===== src/sv/idc_pkg.sv =====
// package for the identifier grammar checker
// shared grammar codes, register indexes and the byte class and result structs
// no dependencies
`default_nettype none

package idc_pkg;

   typedef enum logic [1:0] {
      GRAM_ORG     = 2'd0,
      GRAM_VENUE   = 2'd1,
      GRAM_INSTR   = 2'd2,
      GRAM_ADAPTER = 2'd3
   } grammar_type;

   typedef enum logic [1:0] {
      CSR_GRAMMAR       = 2'd0,
      CSR_PREFIX_BYTES  = 2'd1,
      CSR_PREFIX_LENGTH = 2'd2,
      CSR_UNUSED        = 2'd3
   } csr_index_type;

   // most prefix bytes honoured, longer settings are clipped to this
   localparam logic [3:0] PREFIX_MAX_BYTES = 4'd8;

   typedef struct packed {
      logic in_prefix;     // byte falls inside the organisation prefix
      logic prefix_match;  // byte equals the expected prefix byte
      logic free_form;     // adapter grammar, no separator rules
      logic is_sep;        // separator of the current grammar
      logic is_data;       // legal data byte of the current grammar
   } byte_class_type;

   typedef struct packed {
      logic [6:0] byte_count;
      logic       accepted;
   } result_type;

endpackage

`default_nettype wire


===== src/sv/idc_tracker.sv =====
// stream state for the identifier grammar checker
// holds the byte counter and grammar flags, and forms the verdict on the last byte
// depends on idc_pkg
`default_nettype none

module idc_tracker #(
   parameter int CNT_W = 7
) (
   input  wire logic                    clock,
   input  wire logic                    reset,
   input  wire logic                    step,
   input  wire logic                    no_character,
   input  wire logic                    is_last,
   input  wire idc_pkg::byte_class_type byte_class,
   input  wire logic [CNT_W-1:0]        limit,
   output logic [CNT_W-1:0]             count,
   output idc_pkg::result_type          result
);
   import idc_pkg::*;

   logic [CNT_W-1:0] count_ff, count_in, count_next;
   logic             last_data_ff, last_data_in, last_data_next;
   logic             rejected_ff, rejected_in, rejected_next;
   logic [CNT_W-1:0] limit_p1;

   assign count = count_ff;

   always_comb begin
      limit_p1       = limit + CNT_W'(1);
      count_next     = count_ff;
      last_data_next = last_data_ff;
      rejected_next  = rejected_ff;
      if (!no_character) begin
         count_next = (count_ff < limit_p1) ? count_ff + CNT_W'(1) : limit_p1;
         if (byte_class.in_prefix) begin
            rejected_next  = rejected_ff | ~byte_class.prefix_match;
            last_data_next = 1'b0;
         end else if (byte_class.free_form) begin
            rejected_next  = rejected_ff | ~byte_class.is_data;
            last_data_next = 1'b1;
         end else if (byte_class.is_sep) begin
            // a separator must follow a data byte
            rejected_next  = rejected_ff | ~last_data_ff;
            last_data_next = 1'b0;
         end else if (byte_class.is_data) begin
            last_data_next = 1'b1;
         end else begin
            rejected_next  = 1'b1;
            last_data_next = 1'b0;
         end
      end
   end

   always_comb begin
      result.accepted   = !rejected_next && last_data_next &&
                          (count_next != '0) && (count_next <= limit);
      result.byte_count = count_next[6:0];
   end

   always_comb begin
      count_in     = count_ff;
      last_data_in = last_data_ff;
      rejected_in  = rejected_ff;
      if (step) begin
         if (is_last) begin
            count_in     = '0;
            last_data_in = 1'b0;
            rejected_in  = 1'b0;
         end else begin
            count_in     = count_next;
            last_data_in = last_data_next;
            rejected_in  = rejected_next;
         end
      end
   end

   always_ff @(posedge clock) begin
      if (reset) begin
         count_ff     <= '0;
         last_data_ff <= 1'b0;
         rejected_ff  <= 1'b0;
      end else begin
         count_ff     <= count_in;
         last_data_ff <= last_data_in;
         rejected_ff  <= rejected_in;
      end
   end

endmodule

`default_nettype wire

===== config.mk =====
export PLATFORM = sky130hd
export DESIGN_NAME = idc_tracker
export DESIGN_NICKNAME = d
export VERILOG_FILES = /design/src/sv/idc_pkg.sv /design/src/sv/idc_tracker.sv
export SDC_FILE = /design/constraint.sdc
export NUM_CORES = 1
export LEC_CHECK = 0
export ABC_AREA = 1
export BUFFER_PORTS_ARGS = -buffer_cell sky130_fd_sc_hd__buf_4
export CAP_MARGIN = 10
export CORE_ASPECT_RATIO = 1.2
export CORE_MARGIN = 2
export CORE_UTILIZATION = 57
export CTS_CLUSTER_DIAMETER = 120
export DETAILED_ROUTE_END_ITERATION = 8
export PLACE_DENSITY_LB_ADDON = 0.3
export SYNTH_ARGS = -nofsm -noshare
export SYNTH_HDL_FRONTEND = slang
export SYNTH_SLANG_ARGS = --single-unit

===== constraint.sdc =====
create_clock -name clock -period 7.12 [get_ports clock]
set_input_delay 0.712 -clock clock [delete_from_list [all_inputs] [get_ports clock]]
set_output_delay 0.712 -clock clock [all_outputs]
set_load 0.02 [all_outputs]

==> impl_metrics.ini, run 1 <==
[synthesis]
synth_cell_types = 33
netlist_area_mm2 = 0.001214
syn_nets = 233
synth_cells = 206
yosysSeqAreaShare_pct = 14.85
synth-seq-cells = 9
yosys_warnings = 0
syn_avg_cell_area_um2 = 5.892

[placed_design]
gp_congestion = 0.9140
io_buffers = 31
dp_hpwl_um = 2583

[global_routing]
grt_usage_pct = 27.91
grt_max_degree = 18
antenna_found_initial = 0
grt_pass1_wl_um = 5133
grt_pass1_vias = 1287
grt_overflow_total = 0

[cts]
postCtsSetupRepairBufs = 0
h-tree-depth = 1
cts_tree = done
cts-buffers-inserted = 3
clock_latency_ns = 0.27
post_cts_resized = 0
cts-root-buf = clkbuf_4
cts.sink_count = 9
cts.clk_slew.worst_paths_ns = 0.06
clock_path_buffers = 2
hold_buffers = 0

[worst_setup_path]
slowest_delay_ns = 0.29
crit_path_top_delay_cell = ha_1
worstPathArrival_ns = 3.79
worstSetupPathType = input port to primary output
crit_required_ns = 6.41
cpMostUsedCell = nand2_1
endpoint_kind = primary output
cp_max_fo = 9
r2r_cells = 14
worst_setup_path_start_kind = input port

[outcome]
status = completed

[final_layout]
fin_nets = 267
final_cell_mix = nand2_1 (60), buf_4 (31), inv_1 (30)
final_common_cell = nand2_1
drive_above_1_share_pct = 23.01
fillers = 177
insertedDiodeCount = 0
synthToLayoutAreaGrowth_pct = 22.78

[sta]
fin_setup_tns_ns = 0
min_period_ns = 4.501
hold_viol = 0
fin_skew_ns = 0.004181
min_period_over_period_pct = 63.22
slew_viol_final = 0
tightest_slew_ns = 0.6136
finalSetupViolCount = 0
rsz0062_at_grt = no
relSlewSlack_pct = 58.94
fmax_mhz = 222.2

[worst_hold_path]
min_path_type = register to register
hold_depth = 2

[drt]
via_count = 1426
drt-pass1-iter-count = 4
drt_iter0_drc = 45
postRouteAntennaNets = 0
wirelength_um = 3098
wl_per_cell_um = 11.96
remaining_drc_errors = 0
viasPerCell = 5.506

[power_and_ir_drop]
ir_worst_vdd_v = 0.0001233
power_density_mw_per_mm2 = 112.7
power_w = 0.0001680
leakagePower_nw = 0.8096

[floorplanning]
fp.coreArea_mm2 = 0.002027
start_util_pct = 59.88
die_h_um = 54.55
dieArea_mm2 = 0.002516
io_pins = 32
num_rows = 18
die_w_um = 46.13

[flow_run]
maxCapViolations = 0
## routing by layer
layer / track usage, % / wire [µm]
met2: 48.15 / 1561
met5: 0 / 0
met4: 13.81 / 51
met1: 34.46 / 1294
met3: 1.650 / 189
## flip-flops by register name, indices dropped and copies added (netlist names)
register      count
last_data_ff      1
count             7
rejected_ff       1
## cells by family after synthesis
kind of cell	synth area share, %
simple gates	40.72
buf+inv	11.75
compound gates	18.76
fa+ha+maj	10.31
flops	14.85
xor+xnor	3.608
## cell type report
| cell class | instances | area (µm²) | area share [%] |
|---|---|---|---|
| Timing Repair Buffer | 31 | 232.7 | 15.62 |
| Tap cell | 20 | 25.02 | 1.679 |
| Sequential cell | 9 | 180.2 | 12.09 |
| Multi-Input combinational cell | 159 | 890.9 | 59.78 |
| Clock buffer | 4 | 26.28 | 1.763 |
| Inverter | 36 | 135.1 | 9.068 |
## Yosys cell counts, drive strengths merged
library cell  instances  area [µm²]
a21boi                2       18.77
clkbuf                1       3.750
a21oi                13       68.82
xor2                  5       43.79
a2bb2oi               1       8.760
inv                  35       131.4
buf                   1       3.750
a221oi                1       8.760
or2                   1       6.260
and3                  1       6.260
nand4                 3       18.77
a211oi                1       7.510
a221o                 1       10.01
clkinv                1       3.750
o211ai                5       37.54
o21ai                 9       48.80
nor3                  2       10.01
o21bai                1       11.26
ha                   10       125.1
a21o                  1       7.510
nand3                24       135.1
nor2                 13       56.31
dfxtp                 9       180.2
nand2                65       261.5
## critical path: cells and delay by family
family	cells	cell delay [ns]
buffers and inverters	5	0.50
AO/OA/AOI/OAI	6	0.80
AND/OR/NAND/NOR	11	0.97
adder cells (fa/ha/maj)	3	0.79
## worst paths after layout
| check | start | endpoint | slack, ns |
|---|---|---|---|
| max | limit[0] | result[0] | 2.62 |
| min | rejected_ff | rejected_ff | 0.48 |
| max reg2reg | count[2] | count[2] | 5.05 |
| min reg2reg | rejected_ff | rejected_ff | 0.48 |
## where the power goes
part | total (W) | switching [W] | internal, W
Sequential | 0.0000546 | 0.00000256 | 0.0000520
Combinational | 0.0000732 | 0.0000436 | 0.0000297
Clock | 0.0000402 | 0.0000186 | 0.0000216
## metrics by stage
stage | hold slack, ns | setup WS, ns | cells | area (µm²) | util (%)
after floorplan | 0.4533 | 2.910 | 206 | 1214 | -
after global routing | 0.5266 | 2.287 | 259 | 1490 | 73.52
final | 0.4848 | 2.619 | 259 | 1490 | 73.52
after global placement | 0.4767 | 2.689 | 255 | 1464 | 72.22
after CTS | 0.4931 | 2.607 | 259 | 1490 | 73.52
after detailed placement | 0.4849 | 2.610 | 255 | 1464 | 72.22
(Power assumes the default switching activity.)
==> run 2: changes to the inputs <==
--- a/config.mk
+++ b/config.mk
@@ -5,12 +5,12 @@
 export SDC_FILE = /design/constraint.sdc
 export NUM_CORES = 1
 export LEC_CHECK = 0
-export ABC_AREA = 1
+export ABC_AREA = 0
 export BUFFER_PORTS_ARGS = -buffer_cell sky130_fd_sc_hd__buf_4
 export CAP_MARGIN = 10
 export CORE_ASPECT_RATIO = 1.2
 export CORE_MARGIN = 2
-export CORE_UTILIZATION = 57
+export CORE_UTILIZATION = 48
 export CTS_CLUSTER_DIAMETER = 120
 export DETAILED_ROUTE_END_ITERATION = 8
 export PLACE_DENSITY_LB_ADDON = 0.3
==> constraint.sdc (replaced) <==
create_clock -name clock -period 3.9 [get_ports clock]
set_input_delay 0.39 -clock clock [delete_from_list [all_inputs] [get_ports clock]]
set_output_delay 0.39 -clock clock [all_outputs]
set_load 0.02 [all_outputs]
==> impl_metrics.ini, run 2 <==
[outcome]
status = finished with violations
violations = setup timing

[synthesis]
yosysMostFrequentCell = nor2_1
synth-seq-cells = 9
yosys_warnings = 0
syn_avg_cell_area_um2 = 7.592
yosys-top-cells-count = nor2_1 (19), a21oi_1 (15), inv_1 (12)
synth-edff-count = 0
async_reset_ff_share_pct = 0
synth_cells = 162
yosys-top-cells-area = dfxtp_1 (15%), ha_1 (10%), a21oi_1 (6.1%), nor2_1 (5.8%), nor2b_1 (4.1%)
syn_nets = 189
yosysSeqAreaShare_pct = 14.65
netlist_area_mm2 = 0.001230
synth_cell_types = 51
synth_top_cell_by_area = dfxtp_1
ys.flop_type = dfxtp_1
synth_top_area_share_pct = 14.65

[final_layout]
multi_input_area_mm2 = 0.001170
largest_reg_flops = 7
regArea_um2 = 180.2
final_cell_mix = buf_4 (61), nor2_1 (18), a21oi_1 (13)
drive_above_1_share_pct = 47.11
fillers = 165
fin_util_pct = 80.05
insertedDiodeCount = 0
fin_nets = 253
final_common_cell = buf_4
synthToLayoutAreaGrowth_pct = 61.24

[sta]
tightest_slew_ns = 0.5095
rsz0062_at_grt = yes
hold_viol = 0
relSlewSlack_pct = 65.96
fin_skew_ns = 0.006041
fin_ws_ns = -0.3212
min_period_ns = 4.221
finalSetupViolCount = 2
fmax_mhz = 236.9
slew_viol_final = 0
min_period_over_period_pct = 108.2

[global_routing]
grt_usage_pct = 30.94
grt_pass1_vias = 1538
use_met2_pct = 56.77
grt_overflow_total = 0
grt_max_degree = 15
grt_pass1_wl_um = 6900
antenna_found_initial = 0
grt_use_met1_pct = 31.54
grt.busiest_layer = met2
met3_usage_pct = 3.283

[cts]
clock_latency_ns = 0.27
h-tree-depth = 1
cts-buffers-inserted = 3
cts-root-buf = clkbuf_4
cts.sink_count = 9
hold_buffers = 0
cts.clk_slew.worst_paths_ns = 0.06
clock_path_buffers = 2
cts_tree = done

[drt]
remaining_drc_errors = 0
postRouteAntennaNets = 0
drt_iter0_drc = 49
wirelength_um = 4991
via_count = 1579
drt-pass1-iter-count = 5
viasPerCell = 6.120
wl_per_cell_um = 19.34

[worst_setup_path]
worst_setup_path_start_kind = input port
worstSetupStartpoint = limit[0]
worstPathCellList = buf_8 > ha_4 > xnor2_4 > ha_4 > nor2_4 > a21oi_2 > maj3_2 > o2111a_2 > a211o_1 > o221ai_4 > inv_2 > ha_4 > a21o_1 > a21o_1 > a21oi_2 > nor2b_4 > a211oi_2 > a221oi_2 > buf_4
slowest_delay_ns = 0.34
critical_path_depth = 19
cpMostUsedCell = ha_4
crit_family = compound AO/OA/AOI/OAI gates
worstSetupEndpoint = result[0]
worstSetupPathType = input port to primary output
endpoint_kind = primary output
reg2reg_slack_ns = 1.09
cp_max_fo = 3
crit_path_top_delay_cell = maj3_2
worstPathArrival_ns = 3.83
r2r_cells = 13
crit_required_ns = 3.51
reg2reg_from = count[2]
timing.rr.end = count[3]
crit_buf_inv = 3

[placed_design]
dp_hpwl_um = 2910
gp_congestion = 0.9465
place_ws_ns = -0.2443
io_buffers = 31

[worst_hold_path]
hold_depth = 2
min_path_type = input port to register

[power_and_ir_drop]
leakagePower_nw = 0.9331
ir_worst_vdd_v = 0.0001873
power_density_mw_per_mm2 = 148.2
power_w = 0.0002938

[flow_run]
maxCapViolations = 0

[floorplanning]
dieArea_mm2 = 0.002985
die_w_um = 50.21
die_h_um = 59.45
fp.coreArea_mm2 = 0.002477
start_util_pct = 49.65
io_pins = 32
num_rows = 20
## run 2: cell count changes after synthesis, sizes merged, moves of 4 or more
cell,delta
nand2,-55
inv,-22
nand3,-16
nor2b,+8
nor2,+7
and3,+6
nand2b,+6
o21ai,-5
xor2,-5
xnor2,+4
## run 2: power breakdown
part            total, W  internal, W  switching [W]
clock network  0.0000724    0.0000394      0.0000330
logic           0.000126    0.0000578      0.0000683
registers      0.0000953    0.0000935     0.00000185
total           0.000294     0.000191       0.000103
## run 2: cell families after synthesis
| logic type | share of synthesized area, % |
|---|---|
| buffers and inverters | 6.917 |
| AOI/OAI and AO/OA | 28.48 |
| muxes | 1.119 |
| and+or+nand+nor | 33.06 |
| DFF | 14.65 |
| xor gates and xnor gates | 4.679 |
| adders and majority gates | 11.09 |
## run 2: what timing repair did
action,4_1_cts,5_1_grt
buffers inserted,12,5
endpoints found under the hold margin,0,0
endpoints found under the setup margin,1,2
resized for setup,19,12
pin swaps,15,18
## run 2: cell type report
type,count,share of cell area (%)
Tap cell,33,2.082
Sequential cell,9,9.085
Timing Repair Buffer,64,25.17
Multi-Input combinational cell,134,58.99
Clock buffer,4,1.325
Inverter,14,3.344
## run 2: worst min path at each step
stage	slack [ns]	endpoint	from
finish	0.33	rejected_ff	is_last
global route	0.33	rejected_ff	is_last
CTS	0.32	rejected_ff	is_last
detailed placement	0.47	rejected_ff	rejected_ff
global placement	0.47	rejected_ff	rejected_ff
floorplan	0.46	rejected_ff	rejected_ff
## run 2: per-stage QoR
stage                     setup TNS, ns  cells  hold WS (ns)  area, µm²
after floorplan                       0    162        0.4563       1249
after global placement          -0.1408    237        0.4713       1624
after detailed placement        -0.2443    237        0.4730       1624
after CTS                       -0.1503    253        0.3236       1853
after global routing            -0.6399    258        0.3316       1983
final                           -0.6208    258        0.3277       1983
## run 2: routing by layer
layer / wire length, µm / up-vias
li1: - / 720
met3: 301 / 31
met5: 0 / -
met1: 1785 / 749
met2: 2612 / 79
met4: 291 / 0
==> run 3: changes to the inputs <==
--- a/config.mk
+++ b/config.mk
@@ -13,7 +13,7 @@
 export CORE_UTILIZATION = 48
 export CTS_CLUSTER_DIAMETER = 120
 export DETAILED_ROUTE_END_ITERATION = 8
-export PLACE_DENSITY_LB_ADDON = 0.3
+export PLACE_DENSITY = 0.8
 export SYNTH_ARGS = -nofsm -noshare
 export SYNTH_HDL_FRONTEND = slang
 export SYNTH_SLANG_ARGS = --single-unit
==> impl_metrics.ini, run 3 (synthesis gave the netlist of run 2 again) <==
[outcome]
status = finished with violations
violations = setup timing

[flow_run]
maxCapViolations = 0

[sta]
min_period_ns = 4.052
fin_ws_ns = -0.1517
slew_viol_final = 0
fin_skew_ns = 0.002272
fmax_mhz = 246.8
rsz0062_at_grt = yes
tightest_slew_ns = 0.5175
finalSetupViolCount = 1
fin_setup_tns_ns = -0.1517
hold_viol = 0
relSlewSlack_pct = 65.43
min_period_over_period_pct = 103.9
whs_ns = 0.3404

[global_routing]
use_met2_pct = 51.69
met3_usage_pct = 3.788
grt_pass1_vias = 1357
grt_pass1_wl_um = 6237
grt_overflow_total = 0
grt.busiest_layer = met2
grt_use_met1_pct = 30.72
grt_max_degree = 15
grt_usage_pct = 27.16
antenna_found_initial = 0

[floorplanning]
start_util_pct = 49.65
fp.coreArea_mm2 = 0.002477
dieArea_mm2 = 0.002985
io_pins = 32
die_h_um = 59.45
die_w_um = 50.21
num_rows = 20

[worst_setup_path]
cpMostUsedCell = buf_4
crit_required_ns = 3.51
timing.rr.end = count[1]
worstSetupStartpoint = limit[0]
crit_path_top_delay_cell = maj3_2
worst_setup_path_start_kind = input port
worstPathArrival_ns = 3.66
worstSetupPathType = input port to primary output
slowest_delay_ns = 0.34
r2r_cells = 11
cp_max_fo = 3
reg2reg_from = count[1]
endpoint_kind = primary output
reg2reg_slack_ns = 1.33
worstPathCellList = buf_4 > ha_4 > xnor2_2 > ha_1 > nor2_1 > a21oi_2 > maj3_2 > o2111a_2 > a211o_1 > o221ai_2 > inv_2 > ha_4 > a21o_1 > a21o_1 > a21oi_2 > buf_4 > o211ai_1 > a221oi_2 > buf_4

[power_and_ir_drop]
leakagePower_nw = 0.8453
ir_worst_vdd_v = 0.0002158
power_density_mw_per_mm2 = 154.5

[drt]
viasPerCell = 5.844
wirelength_um = 3855
drt_iter0_drc = 57
postRouteAntennaNets = 0
remaining_drc_errors = 0
drt-pass1-iter-count = 4
wl_per_cell_um = 15.80
via_count = 1426

[final_layout]
synthToLayoutAreaGrowth_pct = 45.27
final_cell_mix = buf_4 (50), nor2_1 (18), a21oi_1 (13)
final_common_cell = buf_4
fin_nets = 239
insertedDiodeCount = 0
largest_reg_flops = 7
drive_above_1_share_pct = 41.23

[worst_hold_path]
hold_depth = 2
min_path_type = input port to register
min_from = is_last
holdPathEnd = rejected_ff

[cts]
hold_buffers = 0
cts.clk_slew.worst_paths_ns = 0.06
clock_latency_ns = 0.26
h-tree-depth = 1
cts-buffers-inserted = 3
cts_tree = done
cts.sink_count = 9
clock_path_buffers = 2
cts-root-buf = clkbuf_4

[placed_design]
dp_hpwl_um = 2830
gp_congestion = 0.9175
io_buffers = 31
-- run 3: cell types whose count changed in the layout (fill, tap and decap cells not counted), sizes merged --
cell	before	now
buf	64	50
-- run 3: metal layers --
layer / part of all wire [%] / vias to the layer above
met3: 3.9 / 9
met1: 41 / 694
li1: - / 685
met2: 53 / 38
met5: 0 / -
met4: 2.4 / 0
-- run 3: power breakdown --
part	leakage, nW	internal [W]	switching [W]
registers	0.0728	0.0000934	0.00000203
logic	0.758	0.0000506	0.0000601
clock network	0.0150	0.0000393	0.0000306
-- run 3: worst max-delay path by stage --
| stage | depth (start not counted) | slack [ns] | to |
|---|---|---|---|
| 4_1_cts | 19 | -0.14 | result[0] |
| 2_1_floorplan | 16 | 0.002 | result[0] |
| 3_3_place_gp | 18 | -0.12 | result[0] |
| 6_report | 19 | -0.15 | result[0] |
| 5_1_grt | 19 | -0.31 | result[0] |
| 3_5_place_dp | 19 | -0.22 | result[0] |
-- run 3: cell type report --
class                           instances  area [µm²]
Sequential cell                         9       180.2
Timing Repair Buffer                   50       375.4
Fill cell                             190       690.7
Tap cell                               33       41.29
Multi-Input combinational cell        134        1097
Inverter                               14       66.31
Clock buffer                            4       26.28
-- run 3: stage by stage --
stage | util (%) | setup WS, ns | cell area, µm² | power [W] | std cells
final | 72.12 | -0.1517 | 1787 | 0.0002760 | 244
after global routing | 72.12 | -0.3071 | 1787 | 0.0002939 | 244
after CTS | 70.00 | -0.1353 | 1734 | 0.0002695 | 243
after floorplan | - | 0.001830 | 1249 | 0.0001530 | 162
after detailed placement | 65.25 | -0.2152 | 1617 | 0.0001927 | 236
after global placement | 65.25 | -0.1177 | 1617 | 0.0001895 | 236
-- run 3: repair_timing --
action,CTS,global route
buffers inserted,3,1
pin swaps,9,5
setup endpoints to repair,1,1
hold endpoints to repair,0,0
resized for setup,10,9
-- run 3: worst max-delay path: cells and delay by family --
family	cells	cell delay, ns
AOI/OAI and AO/OA	9	1.56
xor gates and xnor gates	1	0.13
and+or+nand+nor	1	0.16
adders and majority gates	4	0.89
buffers and inverters	4	0.53
